===== config.mk =====
export PLATFORM = sky130hd
export DESIGN_NAME = lcbb_ctrl
export DESIGN_NICKNAME = d
export VERILOG_FILES = /design/src/design/lcbb_pkg.sv /design/src/design/lcbb_ctrl.sv
export SDC_FILE = /design/constraint.sdc
export NUM_CORES = 1
export LEC_CHECK = 0
export ABC_AREA = 1
export BUFFER_PORTS_ARGS = -buffer_cell sky130_fd_sc_hd__buf_2
export CORE_MARGIN = 5
export CORE_UTILIZATION = 30
export CTS_BUF_LIST = sky130_fd_sc_hd__clkbuf_4 sky130_fd_sc_hd__clkbuf_8
export CTS_CLUSTER_DIAMETER = 60
export CTS_CLUSTER_SIZE = 25
export DETAILED_ROUTE_END_ITERATION = 16
export HOLD_SLACK_MARGIN = 0.1
export PLACE_DENSITY = 0.48
export SYNTH_ARGS = -nofsm -noshare
export SYNTH_HDL_FRONTEND = slang
export SYNTH_SLANG_ARGS = --single-unit

===== constraint.sdc =====
create_clock -name aclk -period 1.3 [get_ports aclk]
set_input_delay 0.065 -clock aclk [delete_from_list [all_inputs] [get_ports aclk]]
set_output_delay 0.065 -clock aclk [all_outputs]
set_load 0.005 [all_outputs]

===== src/design/lcbb_pkg.sv =====
// ============================================================================
// LRU cache with byte budget: shared package
// Request codes, sweep kinds and the command and status bundles that pass
// between the controller and the datapath.
// ============================================================================
package lcbb_pkg;

    localparam logic [1:0] REQ_LOOKUP = 2'd0;
    localparam logic [1:0] REQ_PROBE  = 2'd1;
    localparam logic [1:0] REQ_INSERT = 2'd2;
    localparam logic [1:0] REQ_CLEAR  = 2'd3;

    localparam int KEY_W    = 64;
    localparam int HANDLE_W = 32;
    localparam int BYTES_W  = 32;
    localparam int TOTAL_W  = 39;
    localparam int BUDGET_W = 48;
    localparam int CNT_W    = 7;
    localparam int S_DATA_W = 128;
    localparam int M_DATA_W = 88;
    localparam logic [BUDGET_W-1:0] BUDGET_RESET = 48'd268435456;

    typedef enum logic [2:0] {
        SW_FIND  = 3'b001,
        SW_RANK  = 3'b010,
        SW_EVICT = 3'b100
    } sweep_op_t;

    typedef struct packed {
        logic accept;
        logic start_find;
        logic start_rank;
        logic rank_all;
        logic start_evict;
        logic do_replace;
        logic do_insert;
        logic rank_zero;
        logic do_clear;
        logic load_out;
    } lcbb_cmd_t;

    typedef struct packed {
        logic       busy;
        logic [1:0] req_type;
        logic       hit;
        logic       handle_nz;
        logic       full;
        logic       over;
        logic       out_free;
    } lcbb_sts_t;

endpackage


===== src/design/lcbb_ctrl.sv =====
// ============================================================================
// LRU cache with byte budget: controller
// Sequences the find, recency and eviction sweeps for one request at a time.
// ============================================================================
module lcbb_ctrl
    import lcbb_pkg::*;
(
    input  logic      aclk,
    input  logic      aresetn,
    input  logic      s_tvalid,
    output logic      s_tready,
    input  lcbb_sts_t sts,
    output lcbb_cmd_t cmd
);

    typedef enum logic [8:0] {
        ST_IDLE    = 9'b000000001,
        ST_START   = 9'b000000010,
        ST_FIND    = 9'b000000100,
        ST_TOUCH   = 9'b000001000,
        ST_EVFULL  = 9'b000010000,
        ST_INSRANK = 9'b000100000,
        ST_CHECK   = 9'b001000000,
        ST_EVICT   = 9'b010000000,
        ST_DONE    = 9'b100000000
    } state_t;

    state_t state_reg, state_next;

    assign s_tready = (state_reg == ST_IDLE);

    always_comb begin
        state_next = state_reg;
        cmd        = '0;
        case (state_reg)
            ST_IDLE: begin
                if (s_tvalid) begin
                    cmd.accept = 1'b1;
                    state_next = ST_START;
                end
            end
            ST_START: begin
                if (sts.req_type == REQ_CLEAR) begin
                    cmd.do_clear = 1'b1;
                    state_next   = ST_DONE;
                end else begin
                    cmd.start_find = 1'b1;
                    state_next     = ST_FIND;
                end
            end
            ST_FIND: begin
                if (!sts.busy) begin
                    if (sts.req_type == REQ_LOOKUP && sts.hit) begin
                        cmd.start_rank = 1'b1;
                        state_next     = ST_TOUCH;
                    end else if (sts.req_type == REQ_INSERT && sts.handle_nz) begin
                        if (sts.hit) begin
                            cmd.do_replace = 1'b1;
                            cmd.start_rank = 1'b1;
                            state_next     = ST_TOUCH;
                        end else if (sts.full) begin
                            cmd.start_evict = 1'b1;
                            state_next      = ST_EVFULL;
                        end else begin
                            cmd.start_rank = 1'b1;
                            cmd.rank_all   = 1'b1;
                            state_next     = ST_INSRANK;
                        end
                    end else begin
                        state_next = ST_DONE;
                    end
                end
            end
            ST_TOUCH: begin
                if (!sts.busy) begin
                    cmd.rank_zero = 1'b1;
                    state_next    = (sts.req_type == REQ_INSERT) ? ST_CHECK : ST_DONE;
                end
            end
            ST_EVFULL: begin
                if (!sts.busy) begin
                    cmd.start_rank = 1'b1;
                    cmd.rank_all   = 1'b1;
                    state_next     = ST_INSRANK;
                end
            end
            ST_INSRANK: begin
                if (!sts.busy) begin
                    cmd.do_insert = 1'b1;
                    cmd.rank_zero = 1'b1;
                    state_next    = ST_CHECK;
                end
            end
            ST_CHECK: begin
                if (sts.over) begin
                    cmd.start_evict = 1'b1;
                    state_next      = ST_EVICT;
                end else begin
                    state_next = ST_DONE;
                end
            end
            ST_EVICT: begin
                if (!sts.busy) begin
                    state_next = ST_CHECK;
                end
            end
            ST_DONE: begin
                if (sts.out_free) begin
                    cmd.load_out = 1'b1;
                    state_next   = ST_IDLE;
                end
            end
            default: begin
                state_next = ST_IDLE;
            end
        endcase
    end

    always_ff @(posedge aclk) begin
        if (!aresetn) begin
            state_reg <= ST_IDLE;
        end else begin
            state_reg <= state_next;
        end
    end

endmodule


# Word level (Yosys, flattened, before mapping)
# Index checks and enable logic that the tools add are counted.
# classes
eq_ne	17
muxes	39
n_reduce_logical	5
# ops
cell	n
9-bit 2-to-1 mux	12
9-bit one-hot mux with 8 select lines	1
1-bit 2-to-1 mux	16
2-bit inequality test, second input constant	6
9-bit by 1-bit equality test with 1-bit output, second input constant	1
9-bit by 2-bit equality test with 1-bit output, second input constant	1
9-bit by 3-bit equality test with 1-bit output, second input constant	1
9-bit by 4-bit equality test with 1-bit output, second input constant	1
9-bit by 5-bit equality test with 1-bit output, second input constant	1
9-bit by 6-bit equality test with 1-bit output, second input constant	1
9-bit by 7-bit equality test with 1-bit output, second input constant	1
9-bit by 8-bit equality test with 1-bit output, second input constant	1
9-bit equality test, second input constant	1
4-bit 2-to-1 mux	2
2-bit 2-to-1 mux	3
6-bit 2-to-1 mux	1
6-bit AND reduction	1
2-bit equality test, second input constant	2
1-bit one-hot mux with 2 select lines	2
2-bit one-hot mux with 2 select lines	1
3-bit 2-to-1 mux	1
1-bit logical AND	2
2-bit logical NOT	1
2-bit OR reduction	1
# word_totals
output_inout_bits	11
in_bits	11
wordCells	62
regBits	9

# Longest topological paths before layout
# depth
word_depth	6
depth_mapped	11
mapped_depth_nobuf	11

# Worst setup path before layout
# Ideal clock, no wire load.
# synth_timing
path_kind	register -> register
startpoint	register state_reg[5]
endpoint	register state_reg[5]
required_time_ns	1.186
setup_time_ns	0.114
path_slack_ns	-0.035
t_arrival_ns	1.221
period_less_slack_ns	1.335
n_path_buf	1
stages_incl_launch_ff	11
cell_sequence	dfxtp_1 nor2_2 nand2_2 buf_6 nor2_2 nand3_2 nand2_2 nor2_4 nand2_4 a21oi_1 nor2_1
# synth_via
elab_chain_len	4
elab_cells_between_ends	18
classes_between	15 x eq/ne; 1 x mux; 2 x reduce/logical
# synth_lines
item	line_no	text
from (decl)	lcbb_ctrl.sv:28	state_t state_reg, state_next;
from (signal assigned)	lcbb_ctrl.sv:123	state_reg <= state_next;
9-bit by 8-bit equality test with 1-bit output or 9-bit by 6-bit equality test with 1-bit output (tied branches)	lcbb_ctrl.sv:35	case (state_reg)
2-bit OR reduction (no line)	n/a	
2-bit inequality test (no line)	n/a	
6-bit AND reduction (no line)	n/a	
# Parallel ways exist; a longest one is shown, timed or not.
# A chain may end at the register's enable or synchronous reset.

==> impl_metrics.prom <==
# TYPE chip_impl_metric gauge
chip_impl_info{name="outcome",value="complete, but fails checks"} 1
chip_impl_info{name="violations",value="negative setup slack"} 1
chip_impl_metric{name="finalCritPeriodShare",unit="%"} 122
chip_impl_metric{name="worst_slew_pin_slew",unit="ps"} 244
chip_impl_metric{name="synth_cells",unit=""} 163
chip_impl_metric{name="report.final.slew_viol_count",unit=""} 0
chip_impl_metric{name="grt_use_total",unit="%"} 15.2
chip_impl_metric{name="worst_hold_path.num_cells",unit=""} 4
chip_impl_metric{name="placementRows",unit=""} 20
chip_impl_metric{name="synth.lib_cells_used.distinct",unit=""} 20
chip_impl_metric{name="synth_sequential_area_ratio",unit="%"} 19.6
chip_impl_metric{name="diodes",unit=""} 0
chip_impl_metric{name="finalWorstPathRequiredPeriod",unit="ps"} 1590
chip_impl_metric{name="ioPinCount",unit=""} 22
chip_impl_metric{name="timing.critical_path.fanout_max",unit=""} 5
chip_impl_metric{name="synthesized_area_per_cell",unit="um^2"} 5.64
chip_impl_metric{name="detail-route-antenna-nets",unit=""} 0
chip_impl_metric{name="pwr_density_cell",unit="nW/um^2"} 1930
chip_impl_metric{name="post_dp_cell_area",unit="um^2"} 1300
chip_impl_metric{name="timing.hold.ws",unit="ps"} 130
chip_impl_metric{name="drt_iter0_markers",unit=""} 38
chip_impl_metric{name="critical_path_arrival",unit="ps"} 1520
chip_impl_metric{name="dp_hpwl",unit="mm"} 2.43
chip_impl_metric{name="multi_input_area",unit="um^2"} 732
chip_impl_metric{name="layout-drive-gt1-share",unit="%"} 54.3
chip_impl_metric{name="fin_skew",unit="ps"} 1.66
chip_impl_metric{name="ys_warn_count",unit=""} 0
chip_impl_info{name="cell_at_the_root_of_the_clock_tree",value="clkbuf_4"} 1
chip_impl_metric{name="cts-buffers-inserted",unit=""} 3
chip_impl_metric{name="clock_insertion_delay_worst_skew",unit="ps"} 260
chip_impl_metric{name="die_y",unit="um"} 65.4
chip_impl_metric{name="routed_via_density",unit=""} 4.77
chip_impl_info{name="crit_path_cell_trace",value="buf_6 > nor2_4 > nand3_1 > nor2_4 > buf_4 > inv_1 > nor2_1 > buf_2"} 1
chip_impl_metric{name="wire_length_of_the_first_global_routing_pass",unit="mm"} 5.16
chip_impl_metric{name="postLayoutCellArea",unit="um^2"} 1590
chip_impl_info{name="endpoint_kind",value="output port"} 1
chip_impl_metric{name="synth_edf_count",unit=""} 0
chip_impl_metric{name="async_reset_ff_share",unit="%"} 0
chip_impl_metric{name="vdd.ir_drop.worst",unit="mV"} 0.790
chip_impl_metric{name="max_cap_viol_count",unit=""} 0
chip_impl_metric{name="timing_hold_violations_final",unit=""} 0
chip_impl_metric{name="cts_max_level",unit=""} 1
chip_impl_info{name="hold_path.class",value="in2reg"} 1
chip_impl_metric{name="seq_area",unit="um^2"} 199
chip_impl_metric{name="drt-total-wl",unit="mm"} 3.23
chip_impl_metric{name="postSynthNetCount",unit=""} 174
chip_impl_metric{name="antenna_found_initial",unit=""} 0
chip_impl_metric{name="wl_per_cell",unit="um"} 12.3
chip_impl_info{name="launching_element_type_of_the_critical_path",value="register"} 1
chip_impl_metric{name="grt-ovfl-total",unit=""} 0
chip_impl_info{name="grt_setup_unrepaired",value="yes"} 1
chip_impl_metric{name="largest_net_degree_at_the_start_of_global_routing",unit=""} 11
chip_impl_metric{name="cts.reportedPaths.clkPinSlew",unit="ps"} 60
chip_impl_metric{name="ys_seq_elements",unit=""} 9
chip_impl_metric{name="via_count",unit=""} 1255
chip_impl_metric{name="mapped_area",unit="um^2"} 920
chip_impl_info{name="final_common_cell",value="buf_4"} 1
chip_impl_metric{name="cp_peak_stage_delay",unit="ps"} 330
chip_impl_metric{name="area_growth",unit="%"} 73.3
chip_impl_metric{name="core",unit="um^2"} 3000
chip_impl_metric{name="cts.sinks",unit=""} 9
chip_impl_metric{name="setup_slack_at_placement",unit="ps"} -249
chip_impl_metric{name="clockBufferDepth",unit=""} 2
chip_impl_metric{name="maxSlewHeadroom",unit="%"} 83.7
chip_impl_metric{name="drc_violation_count_after_routing",unit=""} 0
chip_impl_metric{name="die_area",unit="um^2"} 4270
chip_impl_metric{name="die-width",unit="um"} 65.4
chip_impl_info{name="dominantRegCellSynth",value="dfxtp_1"} 1
chip_impl_info{name="tritoncts",value="built"} 1
chip_impl_info{name="timing.critical_path.slowest_stage_cell",value="dfxtp_2"} 1
chip_impl_info{name="timing_worst_setup_path_type",value="reg2out"} 1
chip_impl_metric{name="setup_viol",unit=""} 20
chip_impl_metric{name="largest_register_ffs",unit=""} 9
chip_impl_info{name="final_cell_mix",value="buf_4 (37), nor2_1 (30), nand2_1 (24)"} 1
chip_impl_metric{name="crit_required",unit="ps"} 1240
chip_impl_metric{name="finalWorstSetupSlack",unit="ps"} -285
chip_impl_metric{name="worstRegToRegCells",unit=""} 10
chip_impl_metric{name="grt_pass1_vias",unit=""} 1192
chip_impl_metric{name="fmax",unit="MHz"} 631
chip_impl_metric{name="initial_core_util",unit="%"} 30.6
chip_impl_metric{name="globalplace.congestion",unit=""} 0.811
chip_impl_metric{name="nFillCells",unit=""} 306
chip_impl_metric{name="io_buffers",unit=""} 21
chip_impl_metric{name="num-nets-final",unit=""} 242
chip_impl_metric{name="leakage_dissipation",unit="nW"} 0.832
chip_impl_info{name="crit_top_cell",value="nor2_4"} 1
chip_impl_metric{name="detailedRoute.firstPassIterationCount",unit=""} 4
final timing paths:
kind | from | end | slack (ps)
max reg2reg | state_reg[1] | state_reg[8] | -210
max | state_reg[2] | cmd[8] | -290
min | s_tvalid | state_reg[0] | 130
min reg2reg | state_reg[4] | state_reg[4] | 640
per-layer routing:
layer / share of wire [%] / vias up / GRT usage (%)
li1: - / 654 / -
met1: 44 / 561 / 20.3
met2: 49 / 34 / 25.3
met3: 5.4 / 6 / 1.54
met4: 1.6 / 0 / 5.18
met5: 0 / - / 0
cells in the mapped netlist, types with 2 or more instances:
master   count  area [um^2]
inv_2        3         11.3
buf_4        3         22.5
inv_1       23         86.3
a21oi_1      8         40.0
nor2_4       4         45.0
nor2_1      36          135
dfxtp_1      9          180
nand2_2      4         25.0
nand2_1     27          101
nor3_1       4         20.0
nand3_2      2         20.0
nor2_2       5         31.3
nand3_1     20          100
o21ai_1      2         10.0
nand4_1      8         50.1
repair_timing:
action                                 in CTS  in global routing
hold buffers                                1                  0
endpoints found under the hold margin       3                  0
setup buffers                               8                  6
gates resized for setup                    22                 24
pin swaps                                   9                 12
setup endpoints to repair                  20                 20
logic make-up after synthesis:
family	after synthesis	share of synthesized area, %
simple gates	113	60.1
flops	9	19.6
buf+inv	30	14.3
compound gates	11	5.99
where the power goes:
group	internal [mW]	switching, mW
clock	0.139	0.104
combinational	1.16	1.21
sequential	0.370	0.0916
cell type report:
| type | instances | share of cell area [%] |
|---|---|---|
| Multi-Input combinational cell | 124 | 45.9 |
| Timing Repair Buffer | 67 | 30.8 |
| Sequential cell | 9 | 12.5 |
| Inverter | 26 | 6.28 |
| Tap cell | 33 | 2.59 |
| Clock buffer | 4 | 1.88 |
metrics by stage:
stage | std cells | total power, mW | TNS (ps) | util (%)
6_report | 263 | 3.07 | -4150 | 53.1
5_1_grt | 263 | 3.31 | -6190 | 53.1
4_1_cts | 257 | 2.82 | -3740 | 48.5
3_5_place_dp | 245 | 2.32 | -2670 | 43.4
3_3_place_gp | 245 | 2.33 | -2490 | 43.4
2_1_floorplan | 163 | 1.47 | -20.7 | -
critical path: cells and delay by family (launching register included):
family	cells	cell delay [ps]
and+or+nand+nor	4	520
buffers and inverters	4	400
DFF	1	330
No activity file was read; power rests on OpenSTA's default activity.
